`src/sv/biq_pkg.sv`:
```
`default_nettype none
package biq_pkg;

  localparam int unsigned MAX_STAGES_DEF = 6;
  localparam int unsigned COEF_WIDTH_DEF = 32;
  localparam int unsigned SAMPLE_W       = 24;
  localparam int unsigned VAL_W          = 32;
  localparam int unsigned VAL_FRAC       = 24;
  localparam int unsigned SAMPLE_SHIFT   = VAL_FRAC - (SAMPLE_W - 1);
  localparam int unsigned SLOTS          = 5;
  localparam int unsigned OP_W           = 2;
  localparam int unsigned IDX_W          = 5;
  localparam int unsigned STAGES_W       = 3;

  localparam logic [OP_W-1:0] OP_FILTER = 2'd0;
  localparam logic [OP_W-1:0] OP_COEF   = 2'd1;
  localparam logic [OP_W-1:0] OP_CLEAR  = 2'd2;

  localparam logic [2:0] TERM_B0 = 3'd0;
  localparam logic [2:0] TERM_B1 = 3'd1;
  localparam logic [2:0] TERM_B2 = 3'd2;
  localparam logic [2:0] TERM_A1 = 3'd3;
  localparam logic [2:0] TERM_A2 = 3'd4;

  typedef struct packed {
    logic start;
    logic clear;
    logic negate;
  } mac_ctrl_t;

endpackage
`default_nettype wire

```
`src/sv/biq_mac.sv`:
```
`default_nettype none
module biq_mac #(
  parameter int unsigned CW = biq_pkg::COEF_WIDTH_DEF,
  parameter int unsigned AW = CW + biq_pkg::VAL_W + 3
) (
  input  wire                           clk_i,
  input  wire                           rst_ni,
  input  wire  biq_pkg::mac_ctrl_t      ctrl_i,
  input  wire  [biq_pkg::VAL_W-1:0]     opnd_i,
  input  wire  [CW-1:0]                 coef_i,
  output logic                          busy_o,
  output logic [AW-1:0]                 acc_o
);

  localparam int unsigned CNT_W = $clog2(CW);

  logic             busy_q;
  logic [CNT_W-1:0] cnt_q;
  logic             neg_q;
  logic [AW-1:0]    m_q;
  logic [CW-1:0]    c_q;
  logic [AW-1:0]    acc_q;
  logic             last;

  assign last   = (cnt_q == CNT_W'(CW - 1));
  assign busy_o = busy_q;
  assign acc_o  = acc_q;

  always_ff @(posedge clk_i or negedge rst_ni) begin
    if (!rst_ni) begin
      busy_q <= 1'b0;
      cnt_q  <= '0;
    end else if (ctrl_i.start) begin
      busy_q <= 1'b1;
      cnt_q  <= '0;
    end else if (busy_q) begin
      cnt_q <= cnt_q + CNT_W'(1);
      if (last) begin
        busy_q <= 1'b0;
      end
    end
  end

  // the top coefficient bit carries negative weight
  always_ff @(posedge clk_i) begin
    if (ctrl_i.start) begin
      m_q   <= AW'($signed(opnd_i));
      c_q   <= coef_i;
      neg_q <= ctrl_i.negate;
      if (ctrl_i.clear) begin
        acc_q <= '0;
      end
    end else if (busy_q) begin
      if (c_q[0]) begin
        if (neg_q ^ last) begin
          acc_q <= acc_q - m_q;
        end else begin
          acc_q <= acc_q + m_q;
        end
      end
      m_q <= {m_q[AW-2:0], 1'b0};
      c_q <= {1'b0, c_q[CW-1:1]};
    end
  end

endmodule
`default_nettype wire

```
`src/sv/iq_biquad_cascade_lowpass.sv`:
```
// I/Q cascade of up to MAX_STAGES direct-form-I biquads. Each s_axis word carries an
// opcode: filter one I/Q pair (one m_axis word back), write one coefficient, or clear
// all history; opcode 3 is dropped. After a filter word is taken, ready stays low while
// both channels run through the applied stages, and the result appears on the master
// side in the same cycle that ready rises again. That time is set by the one bit-serial
// multiplier that works every product one coefficient bit per cycle. Coefficient and
// clear words leave ready high. One finished result may wait on the master side while
// the next word is taken; a second result holds until the first leaves. Write
// active_stages only while idle.
`default_nettype none
module iq_biquad_cascade_lowpass #(
  parameter int unsigned MAX_STAGES = biq_pkg::MAX_STAGES_DEF,
  parameter int unsigned COEF_WIDTH = biq_pkg::COEF_WIDTH_DEF
) (
  input  wire                                 clk_i,
  input  wire                                 rst_ni,
  input  wire                                 cfg_we_i,
  input  wire  [biq_pkg::STAGES_W-1:0]        cfg_wdata_i,
  input  wire                                 s_axis_tvalid,
  output logic                                s_axis_tready,
  // opcode, sample_i, sample_q, coef_index, coef_value, zero fill
  input  wire  [((biq_pkg::OP_W + 2*biq_pkg::SAMPLE_W + biq_pkg::IDX_W + COEF_WIDTH
                  + 7) / 8) * 8 - 1:0]        s_axis_tdata,
  output logic                                m_axis_tvalid,
  input  wire                                 m_axis_tready,
  // filtered_i, filtered_q
  output logic [2*biq_pkg::SAMPLE_W-1:0]      m_axis_tdata,
  // clipped
  output logic                                m_axis_tuser
);

  localparam int unsigned SW    = biq_pkg::SAMPLE_W;
  localparam int unsigned VW    = biq_pkg::VAL_W;
  localparam int unsigned SH    = biq_pkg::SAMPLE_SHIFT;
  localparam int unsigned AW    = COEF_WIDTH + VW + 3;
  localparam int unsigned FRAC  = COEF_WIDTH - 4;
  localparam int unsigned NC    = MAX_STAGES * biq_pkg::SLOTS;
  localparam int unsigned NH    = MAX_STAGES * 2;
  localparam int unsigned CI_W  = $clog2(NC);
  localparam int unsigned HI_W  = (NH > 1) ? $clog2(NH) : 1;
  localparam int unsigned ST_W  = $clog2(MAX_STAGES + 1);
  localparam int unsigned P_S_I = biq_pkg::OP_W;
  localparam int unsigned P_S_Q = P_S_I + SW;
  localparam int unsigned P_IDX = P_S_Q + SW;
  localparam int unsigned P_CV  = P_IDX + biq_pkg::IDX_W;

  localparam logic [2:0] S_IDLE  = 3'd0;
  localparam logic [2:0] S_CHK   = 3'd1;
  localparam logic [2:0] S_LOAD  = 3'd2;
  localparam logic [2:0] S_WAIT  = 3'd3;
  localparam logic [2:0] S_FIN   = 3'd4;
  localparam logic [2:0] S_CHEND = 3'd5;

  logic [2:0]                    state_q, state_d;
  logic [biq_pkg::STAGES_W-1:0]  active_q;
  logic [ST_W-1:0]               stage_q;
  logic [2:0]                    term_q;
  logic                          chan_q;
  logic                          clip_q;
  logic [VW-1:0]                 x_q;
  logic [SW-1:0]                 samp_q_q;
  logic [SW-1:0]                 res_i_q;
  logic                          out_valid_q;
  logic [2*SW-1:0]               out_data_q;
  logic                          out_clip_q;
  logic [COEF_WIDTH-1:0]         coef_q [NC];
  logic [VW-1:0]                 hx1_q [NH];
  logic [VW-1:0]                 hx2_q [NH];
  logic [VW-1:0]                 hy1_q [NH];
  logic [VW-1:0]                 hy2_q [NH];

  logic [biq_pkg::OP_W-1:0]      in_op;
  logic [SW-1:0]                 in_si;
  logic [SW-1:0]                 in_sq;
  logic [biq_pkg::IDX_W-1:0]     in_idx;
  logic [COEF_WIDTH-1:0]         in_cv;
  logic                          in_acc;
  logic [ST_W-1:0]               n_stages;
  logic [CI_W-1:0]               ci;
  logic [HI_W-1:0]               hi;
  logic [VW-1:0]                 opnd;
  biq_pkg::mac_ctrl_t            mac_ctrl;
  logic                          mac_busy;
  logic [AW-1:0]                 mac_acc;
  logic [AW-1:0]                 rnd;
  logic [AW-FRAC-1:0]            rsh;
  logic                          y_sat;
  logic [VW-1:0]                 y_val;
  logic [VW:0]                   orn;
  logic [VW-SH:0]                osh;
  logic                          o_sat;
  logic [SW-1:0]                 o_val;
  logic                          out_free;

  assign in_op  = s_axis_tdata[P_S_I-1:0];
  assign in_si  = s_axis_tdata[P_S_Q-1:P_S_I];
  assign in_sq  = s_axis_tdata[P_IDX-1:P_S_Q];
  assign in_idx = s_axis_tdata[P_CV-1:P_IDX];
  assign in_cv  = s_axis_tdata[P_CV+COEF_WIDTH-1:P_CV];

  assign s_axis_tready = (state_q == S_IDLE);
  assign in_acc        = s_axis_tvalid && s_axis_tready;
  assign n_stages      = (32'(active_q) > MAX_STAGES) ? ST_W'(MAX_STAGES) : ST_W'(active_q);
  assign ci            = CI_W'(32'(stage_q) * biq_pkg::SLOTS + 32'(term_q));
  assign hi            = HI_W'(32'(stage_q) * 2 + 32'(chan_q));
  assign out_free      = !out_valid_q || m_axis_tready;

  always_comb begin
    case (term_q)
      biq_pkg::TERM_B0: opnd = x_q;
      biq_pkg::TERM_B1: opnd = hx1_q[hi];
      biq_pkg::TERM_B2: opnd = hx2_q[hi];
      biq_pkg::TERM_A1: opnd = hy1_q[hi];
      biq_pkg::TERM_A2: opnd = hy2_q[hi];
      default:          opnd = '0;
    endcase
  end

  assign mac_ctrl.start  = (state_q == S_LOAD);
  assign mac_ctrl.clear  = (term_q == biq_pkg::TERM_B0);
  assign mac_ctrl.negate = (term_q == biq_pkg::TERM_A1) || (term_q == biq_pkg::TERM_A2);

  biq_mac #(
    .CW (COEF_WIDTH),
    .AW (AW)
  ) u_mac (
    .clk_i  (clk_i),
    .rst_ni (rst_ni),
    .ctrl_i (mac_ctrl),
    .opnd_i (opnd),
    .coef_i (coef_q[ci]),
    .busy_o (mac_busy),
    .acc_o  (mac_acc)
  );

  // round to nearest, ties up, then clamp to the stage range
  assign rnd   = mac_acc + (AW'(1) << (FRAC - 1));
  assign rsh   = rnd[AW-1:FRAC];
  assign y_sat = !((&rsh[AW-FRAC-1:VW-1]) || !(|rsh[AW-FRAC-1:VW-1]));
  assign y_val = y_sat ? (rsh[AW-FRAC-1] ? {1'b1, {(VW-1){1'b0}}} : {1'b0, {(VW-1){1'b1}}})
                       : rsh[VW-1:0];

  assign orn   = {x_q[VW-1], x_q} + ((VW+1)'(1) << (SH - 1));
  assign osh   = orn[VW:SH];
  assign o_sat = !((&osh[VW-SH:SW-1]) || !(|osh[VW-SH:SW-1]));
  assign o_val = o_sat ? (osh[VW-SH] ? {1'b1, {(SW-1){1'b0}}} : {1'b0, {(SW-1){1'b1}}})
                       : osh[SW-1:0];

  always_comb begin
    state_d = state_q;
    unique case (state_q)
      S_IDLE: begin
        if (in_acc && in_op == biq_pkg::OP_FILTER) begin
          state_d = S_CHK;
        end
      end
      S_CHK: begin
        state_d = (stage_q < n_stages) ? S_LOAD : S_CHEND;
      end
      S_LOAD: begin
        state_d = S_WAIT;
      end
      S_WAIT: begin
        if (!mac_busy) begin
          state_d = (term_q == biq_pkg::TERM_A2) ? S_FIN : S_LOAD;
        end
      end
      S_FIN: begin
        state_d = S_CHK;
      end
      S_CHEND: begin
        if (!chan_q) begin
          state_d = S_CHK;
        end else if (out_free) begin
          state_d = S_IDLE;
        end
      end
      default: state_d = S_IDLE;
    endcase
  end

  always_ff @(posedge clk_i or negedge rst_ni) begin
    if (!rst_ni) begin
      state_q     <= S_IDLE;
      active_q    <= biq_pkg::STAGES_W'(MAX_STAGES);
      out_valid_q <= 1'b0;
    end else begin
      state_q <= state_d;
      if (cfg_we_i) begin
        active_q <= cfg_wdata_i;
      end
      if (state_q == S_CHEND && chan_q && out_free) begin
        out_valid_q <= 1'b1;
      end else if (m_axis_tready) begin
        out_valid_q <= 1'b0;
      end
    end
  end

  always_ff @(posedge clk_i or negedge rst_ni) begin
    if (!rst_ni) begin
      for (int k = 0; k < NC; k++) begin
        coef_q[k] <= '0;
      end
      for (int k = 0; k < NH; k++) begin
        hx1_q[k] <= '0;
        hx2_q[k] <= '0;
        hy1_q[k] <= '0;
        hy2_q[k] <= '0;
      end
    end else begin
      if (in_acc && in_op == biq_pkg::OP_COEF && 32'(in_idx) < NC) begin
        coef_q[CI_W'(in_idx)] <= in_cv;
      end
      if (in_acc && in_op == biq_pkg::OP_CLEAR) begin
        for (int k = 0; k < NH; k++) begin
          hx1_q[k] <= '0;
          hx2_q[k] <= '0;
          hy1_q[k] <= '0;
          hy2_q[k] <= '0;
        end
      end else if (state_q == S_FIN) begin
        hx2_q[hi] <= hx1_q[hi];
        hx1_q[hi] <= x_q;
        hy2_q[hi] <= hy1_q[hi];
        hy1_q[hi] <= y_val;
      end
    end
  end

  always_ff @(posedge clk_i) begin
    unique case (state_q)
      S_IDLE: begin
        if (in_acc) begin
          x_q      <= VW'($signed(in_si)) << SH;
          samp_q_q <= in_sq;
          stage_q  <= '0;
          chan_q   <= 1'b0;
          clip_q   <= 1'b0;
        end
      end
      S_CHK: begin
        term_q <= biq_pkg::TERM_B0;
      end
      S_WAIT: begin
        if (!mac_busy && term_q != biq_pkg::TERM_A2) begin
          term_q <= term_q + 3'd1;
        end
      end
      S_FIN: begin
        x_q     <= y_val;
        clip_q  <= clip_q | y_sat;
        stage_q <= stage_q + ST_W'(1);
      end
      S_CHEND: begin
        if (!chan_q) begin
          res_i_q <= o_val;
          clip_q  <= clip_q | o_sat;
          chan_q  <= 1'b1;
          stage_q <= '0;
          x_q     <= VW'($signed(samp_q_q)) << SH;
        end else if (out_free) begin
          out_data_q <= {o_val, res_i_q};
          out_clip_q <= clip_q | o_sat;
        end
      end
      default: begin
      end
    endcase
  end

  assign m_axis_tvalid = out_valid_q;
  assign m_axis_tdata  = out_data_q;
  assign m_axis_tuser  = out_clip_q;

endmodule
`default_nettype wire

```
`config.mk`:
```
export PLATFORM = sky130hd
export DESIGN_NAME = iq_biquad_cascade_lowpass
export DESIGN_NICKNAME = d
export VERILOG_FILES = /design/src/sv/biq_pkg.sv /design/src/sv/biq_mac.sv /design/src/sv/iq_biquad_cascade_lowpass.sv
export SDC_FILE = /design/constraint.sdc
export NUM_CORES = 2
export LEC_CHECK = 0
export BUFFER_PORTS_ARGS = -buffer_cell sky130_fd_sc_hd__buf_2
export CAP_MARGIN = 20
export CORE_UTILIZATION = 40
export DETAILED_ROUTE_END_ITERATION = 12
export HOLD_SLACK_MARGIN = 0.03
export PLACE_DENSITY = 0.6
export REMOVE_ABC_BUFFERS = 1
export SKIP_CTS_REPAIR_TIMING = 1
export SLEW_MARGIN = 20
export SYNTH_ARGS = -nofsm -noshare
export SYNTH_HDL_FRONTEND = slang
export SYNTH_SLANG_ARGS = --single-unit
```
`constraint.sdc`:
```
create_clock -name clk_i -period 5.05 [get_ports clk_i]
set_input_delay 0.505 -clock clk_i [delete_from_list [all_inputs] [get_ports clk_i]]
set_output_delay 0.505 -clock clk_i [all_outputs]
set_load 0.05 [all_outputs]
```
==> run_results.csv <==
group,metric,value,unit
placed_design,dpl-instance-area,142000,um2
detailed_routing,via_per_inst,5.92,
min_path,hold_path_class,"in -> reg",
grt,antenna_found_initial,26,
synth,yosys_warnings,0,
worst_setup_path,endpoint_kind,"flop",
synth,syn_avg_cell_area,11.6,um2
worst_setup_path,cp_slowest_cell,"or4_4",
worst_setup_path,r2r_start,"u_mac.m_q[28]",
worst_setup_path,required,5670,ps
placed_design,portBuffers,145,
timing,max_freq,200,MHz
worst_setup_path,crit_fanout,4,
finish,fin_nets,11700,
synth,ys_types,88,
min_path,min_from,"s_axis_tdata[13]",
die,die_area,337000,um2
die,die_y,580,um
clock_network,cts_sinks,2813,
clock_network,root_buffer,"clkbuf_16",
placed_design,hpwl,258000,um
grt,grt_pass1_wl,637000,um
timing,slew_viol_final,0,
timing,final_hold_viol_count,0,
synth,yosysTopAreaCell,"dfrtp_1",
timing,setup_slack,61.4,ps
synth,ys_top_cells_by_area,"dfrtp_1 (47%), mux4_2 (9.0%), mux2_2 (8.1%)",
synth,async_flop_share,89.2,%
grt,grt_pass1_vias,98800,
timing,worstMarginPinSlew,1120,ps
synth,ys.flop_type,"dfrtp_1",
worst_setup_path,cp-start-kind,"flop",
timing,slew_headroom,25.2,%
die,ioPinCount,147,
worst_setup_path,critPathBufInv,2,
detailed_routing,drt_first_pass_iters,8,
detailed_routing,drt_first_iter_violations,8548,
timing,finalSetupViolations,0,
worst_setup_path,critical-path-max-stage-delay,590,ps
clock_network,clk-insertion-delay-late,950,ps
synth,yosys.area.top_type_share,46.9,%
synth,synth_area,134000,um2
clock_network,cts_tree,"done",
worst_setup_path,timing.rr.end,"u_mac.acc_o[63]",
finish,final_common_cell,"dfrtp_1",
worst_setup_path,reg2reg_slack,60,ps
detailed_routing,drtAntennaViolNets,0,
synth,synth-seq-cells,2813,
placed_design,dpl_worst_slack,-424,ps
worst_setup_path,critPathKind,"reg -> reg",
finish,drive_above_1_share,28.0,%
worst_setup_path,cpLargestDelayFamily,"simple AND/OR/NAND/NOR gates",
die,fp-row-count,212,
timing,min_period,4990,ps
clock_network,clock_path_buffers,4,
min_path,whs_endpoint,"x_q[12]",
detailed_routing,dr_total_vias,95900,
worst_setup_path,r2r_cells,20,
placed_design,placed_cells,15600,
timing,skew,90.0,ps
grt,grt_start_max_net_pins,163,
power,p_leak,70.2,nW
synth,syn_inst,11500,
min_path,holdPathStages,3,
power,p_per_area,660,nW/um2
die,core,333000,um2
die,die_x,580,um
run_status,status,"completed",
finish,fin_area,153000,um2
clock_network,cts_buffers,313,
grt,grt_overflow_total,0,
finish,synthToLayoutAreaGrowth,14.7,%
timing,whs,40.5,ps
clock_network,clkTransAtPathRegs,60,ps
detailed_routing,wirelength,423000,um
grt,grt_usage,24.7,%
power,finalPower,101,mW
clock_network,cts_htree_levels,5,
synth,ys_seq_area_share,53.7,%
synth,synth_edf_count,304,
worst_setup_path,cp_cell_sequence,"or4_4 > or3_4 > or3_4 > nor3_4 > buf_4 > nand2_1 > or2_4 > or4_4 > a21oi_4 > xor2_2 > ha_4 > inv_1 > o21bai_1 > a21o_1 > a21o_1 > a21oi_1 > o21ai_0 > a31oi_1 > xor2_1 > nor2_1",
die,start_util,40.2,%
timing,rsz0062_at_grt,"yes",
finish,instances_no_fill,16200,
power,peakVddDrop,0.718,mV
timing,period_share,98.8,%
worst_setup_path,critical_path_arrival,5610,ps
finish,layout_common_cells,"dfrtp_1 (2506), nand2_1 (1385), nand3_1 (1231), o21ai_0 (1178), mux2_2 (961)",
detailed_routing,wl_per_cell,26.1,um
job,maxCapViolCount,0,
detailed_routing,drc,0,
placed_design,gp_congestion,0.851,
[state kept, by name, indices dropped and copies added, names as in the netlist, 5 cells and up]
signal / count
res_i_q: 24
m_axis_tdata: 48
u_mac.m_q: 67
hx1_q: 384
u_mac.cnt_q: 5
u_mac.acc_o: 67
x_q: 32
hy1_q: 384
coef_q: 960
u_mac.c_q: 32
samp_q_q: 24
hx2_q: 384
hy2_q: 384
[cell type report]
type,count,area (um2)
inverter,55,209
fill,29900,180000
clock buffer,444,8990
sequential,2813,71900
antenna,5,12.5
clock inverter,124,1590
tap,4387,5490
timing repair buffer,840,7200
multi-input combinational,7518,58000
[cells in the mapped netlist (263+ instances only)]
library cell and count:
edfxtp_1 304, clkbuf_1 801, nand3_1 1235, mux4_2 534, buf_1 276, o21ai_0 1200, mux2_2 961, nor2_1 265
o21ai_2 263, mux2i_1 312, nand2_1 1419, dfrtp_1 2507
[worst max-delay path by stage]
stage | from | endpoint | slack [ps] | depth (start not counted)
after global routing | u_mac.m_q[8] | u_mac.acc_o[64] | -170 | 21
after global placement | u_mac.m_q[4] | u_mac.acc_o[66] | -470 | 20
final | u_mac.m_q[28] | u_mac.acc_o[63] | 60 | 20
after floorplan | state_q[0] | hy1_q[381] | -23170 | 4
after CTS | u_mac.cnt_q[1] | u_mac.acc_o[64] | -460 | 19
after detailed placement | u_mac.cnt_q[1] | u_mac.acc_o[64] | -420 | 19
[cells by family (layout without fill, tap and decap cells)]
kind of cell,after synthesis,count (layout),share of synthesized area [%]
AO/OA/AOI/OAI,2185,2185,9.82
XOR/XNOR,192,192,1.26
multiplexers,1807,1807,19.4
flip-flops,2813,2813,53.7
buffers and inverters,1205,1463,3.70
adder cells (fa/ha/maj),89,89,0.843
other,0,5,0
AND/OR/NAND/NOR,3245,3245,11.2
[routing by layer]
layer / vias up / GRT usage (%) / wire, um
met3: 997 / 4.81 / 31500
met5: - / 0 / 222
li1: 41600 / - / -
met2: 3666 / 41.2 / 204000
met4: 36 / 10.5 / 19300
met1: 49600 / 31.4 / 167000
[where the power goes]
part,switching [mW],internal [mW],total (mW)
combinational,25.1,18.1,43.2
clock,9.72,13.9,23.6
sequential,3.92,30.4,34.3
[stage by stage]
step	setup TNS, ps	utilization (%)
2_1_floorplan	-	-
4_1_cts	-3660	45.7
5_1_grt	-1050	46.1
6_report	0	46.1
3_5_place_dp	-2690	42.6
3_3_place_gp	-3830	42.5
[tightest hold or removal path: stages]
cell	delay (ps)
buf_2	200
a21oi_1	80
o21ai_1	70
(Power assumes the default switching activity.)
